### config.mk
export PLATFORM = sky130hd
export DESIGN_NAME = medh_front
export DESIGN_NICKNAME = d
export VERILOG_FILES = /design/src/sv/medh_pkg.sv /design/src/sv/medh_front.sv
export SDC_FILE = /design/constraint.sdc
export NUM_CORES = 1
export LEC_CHECK = 0
export BUFFER_PORTS_ARGS = -buffer_cell sky130_fd_sc_hd__buf_2
export CORE_ASPECT_RATIO = 0.75
export CORE_MARGIN = 2
export CORE_UTILIZATION = 49
export DETAILED_ROUTE_END_ITERATION = 6
export PLACE_DENSITY = 0.69
export SYNTH_ARGS = -nofsm -noshare
export SYNTH_HDL_FRONTEND = slang
export SYNTH_SLANG_ARGS = --single-unit
### constraint.sdc
create_clock -name clk -period 10.8 [get_ports clk]
set_input_delay 2.7 -clock clk [delete_from_list [all_inputs] [get_ports clk]]
set_output_delay 2.7 -clock clk [all_outputs]
set_load 0.02 [all_outputs]
### src/sv/medh_pkg.sv
// Package: shared constants, word types and helper functions for the edge de-duplication hash.
package medh_pkg;

  localparam int DIRECT_BUCKETS = 4096;
  localparam int TABLE_FACTOR   = 7;
  localparam int VERTEX_BITS    = 31;
  localparam int TABLE_DEPTH    = TABLE_FACTOR * DIRECT_BUCKETS;
  localparam int ADDR_W         = $clog2(TABLE_DEPTH);
  localparam int KEY_W          = $clog2(DIRECT_BUCKETS);
  localparam int SIZE_W         = KEY_W + 1;
  localparam int CFG_W          = 13;
  localparam int SUM_W          = VERTEX_BITS + 3;
  localparam int DIV_STEPS      = (SUM_W + 1) / 2;
  localparam int SHIFT_W        = 2 * DIV_STEPS;
  localparam int STEP_W         = $clog2(DIV_STEPS);
  localparam int QUEUE_DEPTH    = 4;
  localparam int QPTR_W         = $clog2(QUEUE_DEPTH);

  typedef logic [VERTEX_BITS-1:0] vertex_t;

  typedef struct packed {
    vertex_t vertex_a;
    vertex_t vertex_b;
    vertex_t vertex_c;
    vertex_t vertex_d;
  } in_t;

  typedef struct packed {
    logic [30:0] edge_low;
    logic [30:0] edge_high;
    logic        edge_valid;
    logic        table_full;
    logic        last;
  } out_t;

  // One word of the queue between the front and back parts.
  typedef struct packed {
    vertex_t          lo;
    vertex_t          hi;
    logic [KEY_W-1:0] key;
    logic             is_edge;
    logic             last_edge;
  } qent_t;

  // One bucket of the table.
  typedef struct packed {
    vertex_t           low;
    vertex_t           high;
    logic [ADDR_W-1:0] link;
  } entry_t;

  localparam int ENTRY_W = $bits(entry_t);

  // Effective number of direct buckets for a written register value.
  function automatic logic [SIZE_W-1:0] eff_size(input logic [CFG_W-1:0] value);
    logic [SIZE_W-1:0] res;
    if (value == '0) begin
      res = SIZE_W'(1);
    end else if (32'(value) > DIRECT_BUCKETS) begin
      res = SIZE_W'(DIRECT_BUCKETS);
    end else begin
      res = SIZE_W'(value);
    end
    return res;
  endfunction

  // Vertex positions of the two ends of each edge of the tetrahedron.
  function automatic logic [1:0] edge_end_x(input logic [2:0] j);
    logic [1:0] res;
    case (j)
      3'd0: res = 2'd0;
      3'd1: res = 2'd1;
      3'd2: res = 2'd2;
      default: res = 2'd3;
    endcase
    return res;
  endfunction

  function automatic logic [1:0] edge_end_y(input logic [2:0] j);
    logic [1:0] res;
    case (j)
      3'd0: res = 2'd1;
      3'd1: res = 2'd2;
      3'd2: res = 2'd0;
      3'd3: res = 2'd0;
      3'd4: res = 2'd1;
      default: res = 2'd2;
    endcase
    return res;
  endfunction

endpackage

### src/sv/medh_front.sv
// Front part: takes a tetrahedron, forms its edges and computes each bucket key.
module medh_front (
  input  logic                          clk,
  input  logic                          rst,
  input  logic                          in_valid,
  output logic                          in_ready,
  input  medh_pkg::in_t                 in_data,
  input  logic                          hold,
  input  logic [medh_pkg::SIZE_W-1:0]   size,
  output logic                          push,
  output medh_pkg::qent_t               push_data,
  input  logic                          q_full
);

  typedef enum logic [1:0] {F_IDLE, F_SEL, F_DIV, F_PUSH} fstate_t;

  fstate_t state;
  medh_pkg::in_t verts;
  logic [5:0] mask;
  logic [2:0] j;
  logic marker;
  medh_pkg::vertex_t lo;
  medh_pkg::vertex_t hi;
  logic [medh_pkg::SHIFT_W-1:0] sum_sh;
  logic [medh_pkg::SIZE_W-1:0] rem;
  logic [medh_pkg::STEP_W-1:0] step;

  logic [5:0] in_mask;
  medh_pkg::vertex_t x;
  medh_pkg::vertex_t y;
  medh_pkg::vertex_t cur_lo;
  medh_pkg::vertex_t cur_hi;
  logic [medh_pkg::SUM_W-1:0] sum;
  logic [medh_pkg::SIZE_W-1:0] rem_next;
  logic [medh_pkg::SIZE_W-1:0] r1;
  logic [medh_pkg::SIZE_W-1:0] r2;
  logic [5:0] above;

  function automatic medh_pkg::vertex_t pick(input medh_pkg::in_t v, input logic [1:0] k);
    medh_pkg::vertex_t res;
    case (k)
      2'd0: res = v.vertex_a;
      2'd1: res = v.vertex_b;
      2'd2: res = v.vertex_c;
      default: res = v.vertex_d;
    endcase
    return res;
  endfunction

  // An edge can only be stored when both its ends are non-zero.
  always_comb begin
    for (int k = 0; k < 6; k++) begin
      in_mask[k] = (pick(in_data, medh_pkg::edge_end_x(3'(k))) != '0) &&
                   (pick(in_data, medh_pkg::edge_end_y(3'(k))) != '0);
    end
  end

  assign x      = pick(verts, medh_pkg::edge_end_x(j));
  assign y      = pick(verts, medh_pkg::edge_end_y(j));
  assign cur_lo = (x < y) ? x : y;
  assign cur_hi = (x < y) ? y : x;
  assign sum    = ({3'b000, cur_lo} + {2'b00, cur_lo, 1'b0}) +
                  ({3'b000, cur_hi} + {1'b0, cur_hi, 2'b00});

  // Two restoring remainder steps per cycle.
  always_comb begin
    r1 = {rem[medh_pkg::SIZE_W-2:0], sum_sh[medh_pkg::SHIFT_W-1]};
    if (r1 >= size) begin
      r1 = r1 - size;
    end
    r2 = {r1[medh_pkg::SIZE_W-2:0], sum_sh[medh_pkg::SHIFT_W-2]};
    if (r2 >= size) begin
      r2 = r2 - size;
    end
    rem_next = r2;
  end

  assign above     = mask >> (4'(j) + 4'd1);
  assign in_ready  = (state == F_IDLE) && !hold;
  assign push      = (state == F_PUSH) && !q_full;
  assign push_data = '{lo: lo, hi: hi, key: rem[medh_pkg::KEY_W-1:0],
                       is_edge: !marker, last_edge: marker || (above == '0)};

  always_ff @(posedge clk) begin
    if (rst) begin
      state <= F_IDLE;
    end else begin
      case (state)
        F_IDLE: begin
          if (in_valid && in_ready) begin
            verts  <= in_data;
            mask   <= in_mask;
            j      <= '0;
            marker <= (in_mask == '0);
            lo     <= '0;
            hi     <= '0;
            rem    <= '0;
            state  <= (in_mask == '0) ? F_PUSH : F_SEL;
          end
        end
        F_SEL: begin
          if (mask[j]) begin
            lo     <= cur_lo;
            hi     <= cur_hi;
            sum_sh <= medh_pkg::SHIFT_W'(sum);
            rem    <= '0;
            step   <= '0;
            state  <= F_DIV;
          end else begin
            j <= j + 1'b1;
          end
        end
        F_DIV: begin
          rem    <= rem_next;
          sum_sh <= sum_sh << 2;
          step   <= step + 1'b1;
          if (step == medh_pkg::STEP_W'(medh_pkg::DIV_STEPS - 1)) begin
            state <= F_PUSH;
          end
        end
        F_PUSH: begin
          if (!q_full) begin
            if (push_data.last_edge) begin
              state <= F_IDLE;
            end else begin
              j     <= j + 1'b1;
              state <= F_SEL;
            end
          end
        end
        default: state <= F_IDLE;
      endcase
    end
  end

endmodule

==> flow_summary.ini <==
[logic_synthesis]
netlist.area_leader.share = 0.418
synthArstFlopShare = 0
synth_area_leaders = edfxtp_1, ha_1, fa_1, inv_1, nand2_1
syn-num-nets = 2079
ys_seq_area_frac = 0.420
synth_edf_count = 247
synth.most_common_cell = edfxtp_1
syn_area_um2 = 17800
syn_inst = 1772
ys_warn_count = 0
synth.distinct_cells = 71
ys_ff_latch = 249
ys.flop_type = edfxtp_1
synth_top_cell_by_area = edfxtp_1
synth_common_cells = edfxtp_1, inv_1, nand2_1, ha_1, a21oi_1
synth.avg_cell_area_um2 = 10.0

[cts]
cts_buffers = 25
worstSkewPairLatency_ns = 0.54
cts_buffer_depth = 3
htree_levels = 1
clock-root-buffer = clkbuf_16
cts_setup_buffers = 0
cts.sinks = 249
cts_tree = yes
clkTransAtPathRegs_ns = 0.07
hold_buffers = 0
cts_resized = 0

[grt]
grt_pass1_vias = 13800
grt_pass1_wl_um = 77000
grt_overflow = 0
busiest_layer = met2
met2_usage = 0.408
grt_use_met3 = 0.0451
grt_max_degree = 105
track_usage = 0.260
antenna_found_initial = 0
grt.met1_usage = 0.375

[status]
status = finished, violations left
failed_checks = DRC

[floorplanning]
start_util = 0.496
fp-row-count = 60
coreArea_um2 = 35800
fp.dieW_um = 224
die_area_um2 = 37800
pin_count = 220
fp.dieH_um = 169

[final_layout]
num-fill-cells = 3092
n_antenna_cell = 0
drive_above_1_share = 0.162
nets = 2240
syn2layout_area_growth_pct = 12.4

[sta]
tightest_slew_ns = 1.23
slew-limit-headroom = 0.162
fmax_mhz = 111
setup_violations = 0
timing.final.ws_setup_ns = 1.76
finalCritPeriodShare = 0.837
hold_violations = 0
finalMaxSlewViolations = 0
fin_tns_setup_ns = 0
rsz0062_at_grt = no
skew_ns = 0.0230
fin_crit_ns = 9.04

[placement]
place_ws_ns = 2.01
place_congestion = 0.904
hpwl_um = 36700
port-buffer-count = 219

[worst_hold_path]
hp-class = flip-flop to flip-flop

[critical_path]
arrival_ns = 9.32
slowest_delay_ns = 0.82
worstPathRequired_ns = 11.08
path_class = flip-flop to flip-flop
endpoint_kind = flip-flop
cpMaxStageDelayCell = nor4_1
cp_max_fo = 29
cp-start-kind = flip-flop
crit_top_cell = ha_1

[drt]
drc = 7
dr.pass1.iters = 7
post_drt_wl_per_cell_um = 20.3
drt-initial-drc-count = 1483
vias = 14400
antenna_left = 0
finalWirelength_um = 49000
vias_per_cell = 5.97

[run]
maxCapViolCount = 0
-- routing by layer --
metal	part of all wire	wire, um
met1	0.45	22300
met4	0.023	1130
met2	0.45	21900
met3	0.076	3720
met5	0	0
-- kinds of logic after synthesis --
group / after synthesis / share of synthesized area
AO/OA/AOI/OAI: 422 / 0.168
XOR/XNOR: 90 / 0.0444
adder cells (fa/ha/maj): 166 / 0.133
buffers and inverters: 284 / 0.0642
flip-flops: 249 / 0.420
multiplexers: 53 / 0.0315
AND/OR/NAND/NOR: 508 / 0.139
-- layout by cell type, fill, tap and decap left out, types with 13 or more instances in the layout --
| master | Yosys | final |
|---|---|---|
| nor2b_1 | 25 | 24 |
| buf_4 | 3 | 18 |
| a311oi_1 | 24 | 24 |
| a21o_1 | 36 | 36 |
| nor4_1 | 32 | 32 |
| a32o_1 | 29 | 29 |
| and2_1 | 38 | 38 |
| xnor2_1 | 45 | 45 |
| a222oi_1 | 29 | 29 |
| o22ai_1 | 32 | 32 |
| inv_1 | 179 | 179 |
| mux2_2 | 13 | 13 |
| xor2_1 | 45 | 45 |
| buf_2 | 20 | 219 |
| nor2_1 | 75 | 73 |
| o21a_1 | 15 | 15 |
| ha_1 | 127 | 125 |
| nand4_1 | 22 | 22 |
| clkbuf_16 | 0 | 25 |
| a211oi_1 | 17 | 17 |
| fa_1 | 38 | 38 |
| mux2i_1 | 39 | 38 |
| edfxtp_1 | 247 | 247 |
| a21oi_1 | 98 | 98 |
| nor3_1 | 40 | 39 |
| nand2_1 | 179 | 179 |
| nand3_1 | 48 | 48 |
| o21ai_0 | 60 | 60 |
-- cell type report --
cell class | count | area, um2 | area share
clock buffers | 27 | 633 | 0.0317
clock inverters | 17 | 129 | 0.00646
inverters | 180 | 676 | 0.0339
multi-input cells | 1239 | 9230 | 0.462
flip-flops and latches | 249 | 7460 | 0.374
well taps | 465 | 582 | 0.0292
repair buffers | 238 | 1250 | 0.0627
-- stage by stage --
step / hold slack, ns / util / cell area [um2] / instances
after floorplan: 0.498 / - / 17800 / 1772
after global placement: 0.507 / 0.536 / 19200 / 2371
after detailed placement: 0.512 / 0.536 / 19200 / 2371
after CTS: 0.528 / 0.557 / 20000 / 2415
after global routing: 0.544 / 0.557 / 20000 / 2415
final: 0.527 / 0.557 / 20000 / 2415
-- registers in the layout, summed over array words and instances (netlist names) --
signal	count
j	3
sum_sh	34
hi	31
lo	31
state	2
marker	1
step	5
rem	12
mask	6
verts	124
-- worst max-delay path: cells and delay by family, from the launching register on --
| family | cells | cell delay (ns) |
|---|---|---|
| DFF | 1 | 0.54 |
| AOI/OAI and AO/OA | 13 | 3.66 |
| and+or+nand+nor | 6 | 1.60 |
| adders and majority gates | 6 | 2.15 |
| buffers and inverters | 4 | 0.81 |
-- final timing paths --
| check | start | endpoint | slack (ns) | cells past startpoint |
|---|---|---|---|---|
| max | j[0] | sum_sh[26] | 1.76 | 29 |
| min | sum_sh[8] | sum_sh[10] | 0.53 | 2 |
| min reg2reg | sum_sh[8] | sum_sh[10] | 0.53 | 2 |
| max reg2reg | j[0] | sum_sh[26] | 1.76 | 29 |
Power is not shown: default switching activity piles up to over one toggle a cycle in this logic, so the estimate is an artifact.
