File: src/sv/medh_pkg.sv
// Package: shared constants, word types and helper functions for the edge de-duplication hash.
package medh_pkg;

  localparam int DIRECT_BUCKETS = 4096;
  localparam int TABLE_FACTOR   = 7;
  localparam int VERTEX_BITS    = 31;
  localparam int TABLE_DEPTH    = TABLE_FACTOR * DIRECT_BUCKETS;
  localparam int ADDR_W         = $clog2(TABLE_DEPTH);
  localparam int KEY_W          = $clog2(DIRECT_BUCKETS);
  localparam int SIZE_W         = KEY_W + 1;
  localparam int CFG_W          = 13;
  localparam int SUM_W          = VERTEX_BITS + 3;
  localparam int DIV_STEPS      = (SUM_W + 1) / 2;
  localparam int SHIFT_W        = 2 * DIV_STEPS;
  localparam int STEP_W         = $clog2(DIV_STEPS);
  localparam int QUEUE_DEPTH    = 4;
  localparam int QPTR_W         = $clog2(QUEUE_DEPTH);

  typedef logic [VERTEX_BITS-1:0] vertex_t;

  typedef struct packed {
    vertex_t vertex_a;
    vertex_t vertex_b;
    vertex_t vertex_c;
    vertex_t vertex_d;
  } in_t;

  typedef struct packed {
    logic [30:0] edge_low;
    logic [30:0] edge_high;
    logic        edge_valid;
    logic        table_full;
    logic        last;
  } out_t;

  // One word of the queue between the front and back parts.
  typedef struct packed {
    vertex_t          lo;
    vertex_t          hi;
    logic [KEY_W-1:0] key;
    logic             is_edge;
    logic             last_edge;
  } qent_t;

  // One bucket of the table.
  typedef struct packed {
    vertex_t           low;
    vertex_t           high;
    logic [ADDR_W-1:0] link;
  } entry_t;

  localparam int ENTRY_W = $bits(entry_t);

  // Effective number of direct buckets for a written register value.
  function automatic logic [SIZE_W-1:0] eff_size(input logic [CFG_W-1:0] value);
    logic [SIZE_W-1:0] res;
    if (value == '0) begin
      res = SIZE_W'(1);
    end else if (32'(value) > DIRECT_BUCKETS) begin
      res = SIZE_W'(DIRECT_BUCKETS);
    end else begin
      res = SIZE_W'(value);
    end
    return res;
  endfunction

  // Vertex positions of the two ends of each edge of the tetrahedron.
  function automatic logic [1:0] edge_end_x(input logic [2:0] j);
    logic [1:0] res;
    case (j)
      3'd0: res = 2'd0;
      3'd1: res = 2'd1;
      3'd2: res = 2'd2;
      default: res = 2'd3;
    endcase
    return res;
  endfunction

  function automatic logic [1:0] edge_end_y(input logic [2:0] j);
    logic [1:0] res;
    case (j)
      3'd0: res = 2'd1;
      3'd1: res = 2'd2;
      3'd2: res = 2'd0;
      3'd3: res = 2'd0;
      3'd4: res = 2'd1;
      default: res = 2'd2;
    endcase
    return res;
  endfunction

endpackage

File: src/sv/medh_queue.sv
// Short queue of edge words between the front and back parts.
module medh_queue (
  input  logic           clk,
  input  logic           rst,
  input  logic           push,
  input  medh_pkg::qent_t push_data,
  input  logic           pop,
  output medh_pkg::qent_t head,
  output logic           full,
  output logic           empty
);

  medh_pkg::qent_t slots [medh_pkg::QUEUE_DEPTH];
  logic [medh_pkg::QPTR_W-1:0] rd_ptr;
  logic [medh_pkg::QPTR_W-1:0] wr_ptr;
  logic [medh_pkg::QPTR_W:0]   count;
  logic do_push;
  logic do_pop;

  assign full    = (count == (medh_pkg::QPTR_W+1)'(medh_pkg::QUEUE_DEPTH));
  assign empty   = (count == '0);
  assign head    = slots[rd_ptr];
  assign do_push = push && !full;
  assign do_pop  = pop && !empty;

  always_ff @(posedge clk) begin
    if (do_push) begin
      slots[wr_ptr] <= push_data;
    end
    if (rst) begin
      rd_ptr <= '0;
      wr_ptr <= '0;
      count  <= '0;
    end else begin
      if (do_push) begin
        wr_ptr <= wr_ptr + 1'b1;
      end
      if (do_pop) begin
        rd_ptr <= rd_ptr + 1'b1;
      end
      if (do_push && !do_pop) begin
        count <= count + 1'b1;
      end else if (do_pop && !do_push) begin
        count <= count - 1'b1;
      end
    end
  end

endmodule

File: config.mk
export PLATFORM = sky130hd
export DESIGN_NAME = medh_queue
export DESIGN_NICKNAME = d
export VERILOG_FILES = /design/src/sv/medh_pkg.sv /design/src/sv/medh_queue.sv
export SDC_FILE = /design/constraint.sdc
export NUM_CORES = 1
export LEC_CHECK = 0
export BUFFER_PORTS_ARGS = -buffer_cell sky130_fd_sc_hd__buf_2
export CORE_MARGIN = 10
export CORE_UTILIZATION = 51
export DETAILED_ROUTE_END_ITERATION = 8
export GPL_ROUTABILITY_DRIVEN = 0
export HOLD_SLACK_MARGIN = 0.06
export PLACE_DENSITY = 0.79
export SETUP_SLACK_MARGIN = 0.5
export SLEW_MARGIN = 0
export SYNTH_ARGS = -nofsm -noshare
export SYNTH_HDL_FRONTEND = slang
export SYNTH_SLANG_ARGS = --single-unit
File: constraint.sdc
create_clock -name clk -period 2.9 [get_ports clk]
set_clock_uncertainty 0.05 [all_clocks]
set_input_delay 0.58 -clock clk [delete_from_list [all_inputs] [get_ports clk]]
set_output_delay 0.58 -clock clk [all_outputs]
set_load 0.01 [all_outputs]
==> results of run 1 <==
==> registers in the layout, indices dropped and copies added (netlist names), named ones only <==
signal	flops
slots	304
count	3
rd_ptr	2
wr_ptr	2
==> cell type report <==
| cell class | count | area (um^2) |
|---|---|---|
| Timing Repair Buffer | 184 | 1510 |
| Tap cell | 280 | 350 |
| Antenna cell | 2 | 5.00 |
| Fill cell | 1421 | 7830 |
| Multi-Input combinational cell | 110 | 1990 |
| Inverter | 4 | 15.0 |
| Sequential cell | 313 | 9320 |
| Clock inverter | 15 | 148 |
| Clock buffer | 37 | 798 |
==> metal layers <==
metal  up-vias  GRT usage  share of wire
li1       2298          -              -
met1      2735      0.197           0.40
met2       207      0.255           0.50
met3        39     0.0423          0.076
met4         4     0.0343          0.018
met5         -          0         0.0011
==> worst reg2reg max path, delay by kind of cell (launching register included) <==
kind                       cells  cell delay, ps
AOI/OAI and AO/OA              2             560
DFF                            1             380
adders and majority gates      2             650
buffers and inverters          1              60
and+or+nand+nor                1             310
xor gates and xnor gates       1             180
==> kinds of logic (layout without fill, tap and decap cells) <==
logic type / Yosys count / after routing / share of synthesized area
buf+inv: 22 / 240 / 0.0165
other cells: 0 / 2 / 0
flops: 313 / 313 / 0.812
fa+ha+maj: 6 / 6 / 0.00720
xor+xnor: 4 / 4 / 0.00305
mux: 78 / 78 / 0.151
simple gates: 16 / 16 / 0.00742
compound gates: 6 / 6 / 0.00316
==> through the flow <==
| stage | utilization | power, mW | area, um^2 |
|---|---|---|---|
| CTS | 0.634 | 12.7 | 13900 |
| floorplan | - | 7.51 | 11500 |
| global route | 0.643 | 13.3 | 14100 |
| detailed placement | 0.575 | 8.46 | 12600 |
| global placement | 0.575 | 8.36 | 12600 |
| finish | 0.643 | 12.8 | 14100 |
==> cell usage after synthesis (all sizes together) <==
| master | instances |
|---|---|
| inv | 4 |
| edfxtp | 304 |
| dfxtp | 9 |
| o31ai | 1 |
| a21oi | 2 |
| o311ai | 1 |
| nor3 | 1 |
| nand2b | 2 |
| buf | 17 |
| mux2i | 2 |
| and2 | 4 |
| nor2 | 6 |
| o21ai | 2 |
| fa | 1 |
| ha | 5 |
| clkbuf | 1 |
| xor2 | 4 |
| or3 | 2 |
| nor3b | 1 |
| mux4 | 76 |
==> cells in the final DEF (no fill, tap or decap), types with 2 or more instances in the layout <==
cell type	n
nand2b_1	2
clkbuf_1	6
clkbuf_16	33
edfxtp_1	304
dfxtp_1	7
or3_1	2
diode_2	2
ha_1	5
a21oi_1	2
buf_2	119
clkinv_2	7
o21ai_0	2
mux4_2	76
clkinv_1	4
inv_1	4
buf_16	5
nor2_1	5
and2_4	4
mux2i_1	2
buf_6	40
bufinv_16	3
buf_4	8
dfxtp_4	2
buf_12	9
xor2_1	4
==> power breakdown <==
group | internal, mW | total (mW) | switching, mW
Clock | 2.20 | 3.73 | 1.53
Combinational | 1.90 | 3.46 | 1.56
Sequential | 5.44 | 5.59 | 0.149
==> how the worst max path moves through the flow <==
stage / to
3_5_place_dp: count[2]
4_1_cts: head[68]
5_1_grt: head[8]
3_3_place_gp: count[2]
2_1_floorplan: slots[0][0]
6_report: head[75]
==> timing repair <==
item	CTS	global route
setup endpoints to repair	77	78
setup buffers	9	1
cloned	4	2
resized for setup	24	29
pin swaps	0	1
==> impl_results.md, run 1 <==
* Final Hold Violating Endpoints at 0
* Hold Path Stages at 1
* CP max stage cell: mux4_2
* Fin Hold WS at 203 ps
* Crit start category: flip-flop
* DRT Pass-1 Iters at 5
* Min-delay worst type: primary input to flip-flop
* Slowest stage delay, CP at 540 ps
* Setup Crit Path Kind: flip-flop to output port
* Slew HR at 0.656
* Worst setup EP type: output port
* PortBufs at 157
* GR Overflow Total at 0
* Crit path buf inv count at 3
* RSZ-0062 raised after global routing: true
* Post-route insts no fill at 945
* DR vias at 5283
* Die width at 170 um
* Top post-synthesis cells by area: edfxtp_1, mux4_2, dfxtp_1
* Nets at 729
* Register area share after synthesis at 0.812
* Antenna Nets Post-Route at 0
* Htree depth at 1
* Crit path time final at 2580 ps
* Net count after synthesis at 531
* Post-route DRC at 0
* Largest net degree at the start of global routing at 77
* Mapped Cells at 445
* Hold-fix buffers, CTS at 0
* Root Driver: clkbuf_16
* Largest delay share family, worst path: multiplexers
* Post-synthesis register bit count at 313
* Final Worst Setup Slack at 322 ps
* Final period util at 0.889
* Final setup fails at 0
* Syn. warnings at 0
* R2R Setup Slk at 640 ps
* P&R area growth vs syn at 23.2%
* Worst hold endpoint: slots[2][13]
* PwrDens at 905 mW/mm^2
* Synthesized area at 0.0115 mm^2
* Post-DR wirelength/cell at 24.4 um
* GRT Overall Usage at 0.153
* Worst Path Max Fanout at 5
* Die ar. at 0.0289 mm^2
* CP Data Required Time at 2270 ps
* Instance count on the critical path at 4
* Die extent in y at 170 um
* I/O pin cnt at 158
* Starting density of the core at 0.522
* Core ar. at 0.0220 mm^2
* Slew @ Worst Pin at 516 ps
* Worst Path Arrival at 1950 ps
* Hold_sp: push_data[13]
* Maximum vdd drop at 0.663 mV
* Clk buf depth at 3
* Worst r2r src: count[1]
* Max Slew Vio Count at 0
* CTS Sinks at 313
* Row count at 54
* Initial antenna violation count at 4
* Synthesized area per cell at 25.8 um^2
* Cells after DPL at 875
* RR Endpoint: count[2]
* Largest area contributor in the netlist: edfxtp_1
* Critical-path cell list: buf_12 -> clkbuf_16 -> mux4_2 -> buf_6
* Status: finished clean
* Static leakage at 4.79 nW
* Reg2reg path depth at 7
* Clk_lat worst skew at 540 ps
* Distinct cells, synth at 24
* Detailed router's first-iteration violation count at 447
* Clock input transition at the sequential cells of the worst setup and hold paths at 60 ps
* First-pass GRT wire length at 34.2 mm
* F_max at 388 MHz
* Dpl hpwl at 13.2 mm
* CTS tree: built
* TNS Setup at 0 ps
* Placement Setup Slack at 348 ps
* Final wirelength at 23.0 mm
* Vias in the first global route at 5758
* Share of cells above drive strength 1 at 0.468
* Max_cap viols at 0
* Vias per cell at 5.59
* CTS Buf Count at 30
* Yosys top cell area share at 0.796
No activity file was read; power rests on OpenSTA's default activity.
==> run 2: changes to the inputs <==
CORE_UTILIZATION = 61   (was 51)
PLACE_DENSITY = 0.88   (was 0.79)
clock period = 3.3 ns   (was 2.9 ns; I/O delays follow)
==> run 2 against run 1 <==
Sequential share of layout area rose by 2.3 points. Non-clock buffer count is 10 lower. Critical path depth down 1. First-iteration DRC count is 7.8% lower. Power decreased by 15%. Combinational power decreased by 29%. Largest cell class unchanged.
==> impl_results.md, run 2 (synthesis gave the netlist of run 1 again) <==
* I/O pin cnt at 158 (unchanged)
* Final Hold Violating Endpoints at 0 (unchanged)
* Static leakage at 4.63 nW (-3.5%)
* Die ar. at 0.0247 mm^2 (-15%)
* RSZ-0062 raised after global routing: false
* Fillers at 1024 (-28%)
* CTS Sinks at 313 (unchanged)
* Pwr Total at 10.9 mW (-15%)
* Vias in the first global route at 5750 (-0.14%)
* CTS tree: built
* Max layer used: met5
* First-pass GRT wire length at 34.9 mm (+2.1%)
* CP Data Required Time at 2590 ps (+320 ps)
* Dpl hpwl at 14.0 mm (+6.0%)
* Post-DR wirelength/cell at 25.9 um (+6.2%)
* Largest registers: slots (304), count (3)
* Final period util at 0.815
* Largest reg by FF count: slots
* DR vias at 5370 (+1.6%)
* Max Slew Vio Count at 0 (unchanged)
* DRT Pass-1 Iters at 5 (unchanged)
* Cells after DPL at 830 (-5.1%)
* Die width at 157 um (-7.6%)
* Crit start category: flip-flop
* Max reg flops at 304 (unchanged)
* Post-route insts no fill at 893 (-5.5%)
* Largest net degree at the start of global routing at 49 (-36%)
* Hold-fix buffers, CTS at 0 (unchanged)
* Htree depth at 1 (unchanged)
* PwrDens at 797 mW/mm^2 (-12%)
* Row count at 50 (-7.4%)
* Worst Path Max Fanout at 48 (+43)
* Final wirelength at 23.1 mm (+0.39%)
* Max_cap viols at 0 (unchanged)
* Antenna Nets Post-Route at 0 (unchanged)
* GRT Overall Usage at 0.188 (+0.0348)
* Starting density of the core at 0.617 (+0.0950)
* GR Overflow Total at 0 (unchanged)
* Commonest non-fill, non-tap cell in the layout: edfxtp_1
* Min-delay worst type: primary input to flip-flop
* Initial antenna violation count at 7 (+3)
* Final Worst Setup Slack at 610 ps (+288 ps)
* Crit path time final at 2690 ps
* TNS Setup at 0 ps (unchanged)
* F_max at 372 MHz
* Core ar. at 0.0186 mm^2 (-15%)
* Slew HR at 0.665 (+0.00936)
* Met2 wire length at 11.3 mm (-3.0%)
* Clk_lat worst skew at 540 ps (about the same)
* Root Driver: clkbuf_16
* Clock input transition at the sequential cells of the worst setup and hold paths at 60 ps (about the same)
* Status: finished clean
* Worst setup EP type: output port
* Slew @ Worst Pin at 502 ps (-14.0 ps)
* P&R area growth vs syn at 19.1%
* Placement Setup Slack at 714 ps (+366 ps)
* Storage cell area at 0.00932 mm^2 (unchanged)
* Post-route DRC at 0 (unchanged)
* Vias per cell at 6.01 (+7.6%)
* Final setup fails at 0 (unchanged)
* Maximum vdd drop at 0.484 mV (-27%)
* Commonest cells after routing, fill and taps aside: edfxtp_1, buf_2, mux4_2
* Area of the multi-input gates at 0.00198 mm^2 (-0.38%)
* Setup Crit Path Kind: flip-flop to output port
* Die extent in y at 157 um (-7.6%)
* Met3 routed WL at 2.16 mm (+24%)
* Wl on met1 at 9.09 mm (-1.6%)
* Share of cells above drive strength 1 at 0.459 (-0.00873)
* Clk buf depth at 3 (unchanged)
* Detailed router's first-iteration violation count at 412 (-7.8%)
* PortBufs at 157 (unchanged)
* CTS Buf Count at 30 (unchanged)
* Nets at 719 (-1.4%)
* Worst Path Arrival at 1980 ps (+30 ps)
==> run 2: worst paths after layout <==
check,from,end,slack (ps),depth (start not counted)
worst min register to register,rd_ptr[0],rd_ptr[0],480,2
worst min-delay path,push_data[15],slots[1][15],290,1
worst max register to register,count[0],count[2],900,8
worst max-delay path,flip-flop,head[23],610,3
==> run 2: worst max-delay path, cell delays in order (launching register included) <==
cell,delay (ps)
dfxtp_4,520
buf_12,320
mux4_2,390
buf_2,170
==> run 2: timing repair <==
action | 4_1_cts | 5_1_grt
setup endpoints to repair | 64 | 0
gates resized for setup | 0 | 0
buffers inserted | 5 | 0
==> run 2: metal layers <==
layer	global-route usage	vias up
met5	0	-
met4	0.0632	6
met3	0.0540	44
met2	0.289	257
met1	0.256	2774
li1	-	2289
==> run 2: power by group <==
part	leakage, nW	internal (mW)	switching, mW
combinational	1.27	1.20	1.24
sequential	2.86	4.78	0.159
clock	0.493	2.11	1.39
==> run 2: area by class of cell <==
type,instances,area share
sequential,313,0.682
multi-input combinational,110,0.145
timing repair buffer,174,0.0744
clock buffer,36,0.0582
tap,234,0.0214
clock inverter,19,0.0170
inverter,4,0.00110
antenna,3,0.000550
==> run 2: metrics by stage <==
stage | cell area, um^2 | util | hold slack [ps]
final | 13700 | 0.735 | 286
after floorplan | 11500 | - | 432
after detailed placement | 12600 | 0.676 | 468
after global placement | 12600 | 0.676 | 446
after CTS | 13600 | 0.734 | 268
after global routing | 13700 | 0.735 | 266
==> run 3: changes to the inputs <==
CORE_UTILIZATION = 57   (was 61)
PLACE_DENSITY = 0.83   (was 0.88)
clock period = 2.72 ns   (was 3.3 ns; I/O delays follow)
==> run 3 against run 2 <==
Worst setup slack worse by 460 ps. First-iteration DRC count is 7.5% higher. Non-clock buffer count is 12 higher. Sequential share of layout area is 2.5 points lower. Wire length is 5.6% higher. Via count is 0.97% lower. Critical path depth is 1 higher. Utilization is 1.3 points lower. Critical endpoint is now head[49]. Largest power group unchanged.
==> impl_results.md, run 3 (synthesis gave the netlist of run 1 again) <==
* Status: finished clean
* Initial antenna violation count at 5 (-2)
* Net Switching at 3.57 mW (+28%)
* Slew @ Worst Pin at 473 ps (-28.7 ps)
* TNS Setup at 0 ps (unchanged)
* Vias per cell at 5.66 (-5.8%)
* Clock input transition at the sequential cells of the worst setup and hold paths at 60 ps (about the same)
* Vias in the first global route at 5853 (+1.8%)
* R2R Setup Slk at 620 ps (-280 ps)
* Final Worst Setup Slack at 154 ps (-456 ps)
* Hold_sp: push_data[68]
* Sequential power share at 0.426 (-0.028)
* Crit start category: flip-flop
* Worst r2r src: count[1]
* PwrDens at 988 mW/mm^2 (+24%)
* Worst setup EP type: output port
* Commonest cells after routing, fill and taps aside: edfxtp_1, buf_2, mux4_2
* Max Slew Vio Count at 0 (unchanged)
* Share of cells above drive strength 1 at 0.481 (+0.0218)
* P&R area growth vs syn at 23.7%
* Switching share of power at 0.255 (-0.00137)
* Maximum vdd drop at 0.664 mV (+37%)
* Hold Path Stages at 1 (unchanged)
* Die width at 162 um (+3.0%)
* Worst hold endpoint: slots[2][68]
* Met1 GRT Util at 0.229 (-0.0270)
* GR Overflow Total at 0 (unchanged)
* Clock power frac at 0.319 (-0.002)
* Fillers at 1164 (+14%)
* Final period util at 0.943
* CTS Sinks at 313 (unchanged)
* Slew HR at 0.680 (+0.0151)
* Min-delay worst type: primary input to flip-flop
* Largest net degree at the start of global routing at 51 (+4.1%)
* CTS tree: built
* Final wirelength at 24.4 mm (+5.6%)
* Largest registers: slots (304), count (3)
* Clk buf depth at 3 (unchanged)
* Max_cap viols at 0 (unchanged)
* Worst Path Arrival at 1970 ps (about the same)
* Row count at 51 (+2.0%)
* Dpl hpwl at 14.4 mm (+2.7%)
* Antenna Nets Post-Route at 0 (unchanged)
* I/O pin cnt at 158 (unchanged)
* Detailed router's first-iteration violation count at 443 (+7.5%)
* Post-route insts no fill at 939 (+5.2%)
* Post-DR wirelength/cell at 26.0 um (+0.43%)
* Core ar. at 0.0197 mm^2 (+5.8%)
* Gate power share at 0.255 (+0.031)
* Hold-fix buffers, CTS at 0 (unchanged)
* Reg2reg path depth at 7 (-1)
* DR vias at 5318 (-0.97%)
* Cells after DPL at 865 (+4.2%)
* F_max at 390 MHz
* Worst Path Max Fanout at 5 (-90%)
* Root Driver: clkbuf_16
* Die ar. at 0.0262 mm^2 (+6.1%)
* First-pass GRT wire length at 36.4 mm (+4.2%)
* Commonest non-fill, non-tap cell in the layout: edfxtp_1
* Final setup fails at 0 (unchanged)
* PortBufs at 157 (unchanged)
* Nets at 732 (+1.8%)
* Htree depth at 1 (unchanged)
* P_int at 10.4 mW (+29%)
* Starting density of the core at 0.584 (-0.0337)
* Crit path time final at 2570 ps
* Final Hold Violating Endpoints at 0 (unchanged)
* Clk_lat worst skew at 540 ps (about the same)
* Placement Setup Slack at 446 ps (-268 ps)
* CP Data Required Time at 2130 ps (-460 ps)
* GRT Overall Usage at 0.182 (-0.00609)
* DRT Pass-1 Iters at 4 (-1)
* Grt met2 use at 0.310 (+0.0203)
* Met3 usage at 0.0437 (-0.0103)
* Busiest grt layer: met2
* CTS Buf Count at 31 (+3.3%)
* Max reg flops at 304 (unchanged)
* Pwr Total at 14.0 mW (+29%)
* Die extent in y at 162 um (+3.0%)
* Static leakage at 4.81 nW (+4.1%)
* Largest reg by FF count: slots
* Post-route DRC at 0 (unchanged)
* RSZ-0062 raised after global routing: true
* Setup Crit Path Kind: flip-flop to output port
* RR Endpoint: count[2]
run 3: cell types whose count changed in the layout (fill, tap and decap cells not counted), sizes merged:
cell,previous run,this run
buf,174,183
clkinv,9,12
inv,6,5
bufinv,5,7
clkinvlp,3,2
diode,3,4
clkbuf,36,38
run 3: critical path, stage by stage (launching register included):
cell and delay, ps:
dfxtp_4 360, buf_4 190, clkbuf_16 180, mux4_2 530
buf_2 170
run 3: how the worst max path moves through the flow:
stage / to / depth (start not counted)
final: head[49] / 4
after global routing: head[49] / 4
after detailed placement: count[2] / 9
after CTS: head[47] / 5
after global placement: head[30] / 3
after floorplan: slots[0][0] / 3
run 3: power groups by stage:
stage	clock network (mW)	registers, mW	logic, mW
2_1_floorplan	0	5.99	2.02
3_3_place_gp	0	6.07	2.94
3_5_place_dp	0	6.13	2.99
4_1_cts	4.54	5.96	3.47
5_1_grt	4.73	6.00	3.84
6_report	4.47	5.97	3.57
run 3: timing repair:
action                                  in CTS  in global routing
endpoints found under the setup margin      78                 77
resized for setup                           17                 13
buffers inserted                             7                  0
gates cloned                                 3                  3
pin swaps                                    0                  0
run 3: per-layer routing:
metal,share of wire,vias to the layer above
met5,0.00053,-
met2,0.52,200
li1,-,2316
met3,0.064,43
met4,0.025,2
met1,0.39,2757
run 3: per-stage QoR:
| stage | hold slack (ps) | util | instance area, um^2 |
|---|---|---|---|
| final | 162 | 0.722 | 14200 |
| after global routing | 154 | 0.721 | 14200 |
| after CTS | 141 | 0.714 | 14000 |
| after detailed placement | 487 | 0.647 | 12700 |
| after global placement | 442 | 0.647 | 12700 |
| after floorplan | 432 | - | 11500 |
run 3: layout make-up:
| cell class | count | area (um^2) | area share |
|---|---|---|---|
| Sequential cell | 313 | 9320 | 0.657 |
| Multi-Input combinational cell | 110 | 2000 | 0.141 |
| Timing Repair Buffer | 186 | 1410 | 0.0995 |
| Clock buffer | 35 | 791 | 0.0558 |
| Tap cell | 265 | 332 | 0.0234 |
| Clock inverter | 22 | 298 | 0.0210 |
| Inverter | 4 | 15.0 | 0.00106 |
| Antenna cell | 4 | 10.0 | 0.000706 |
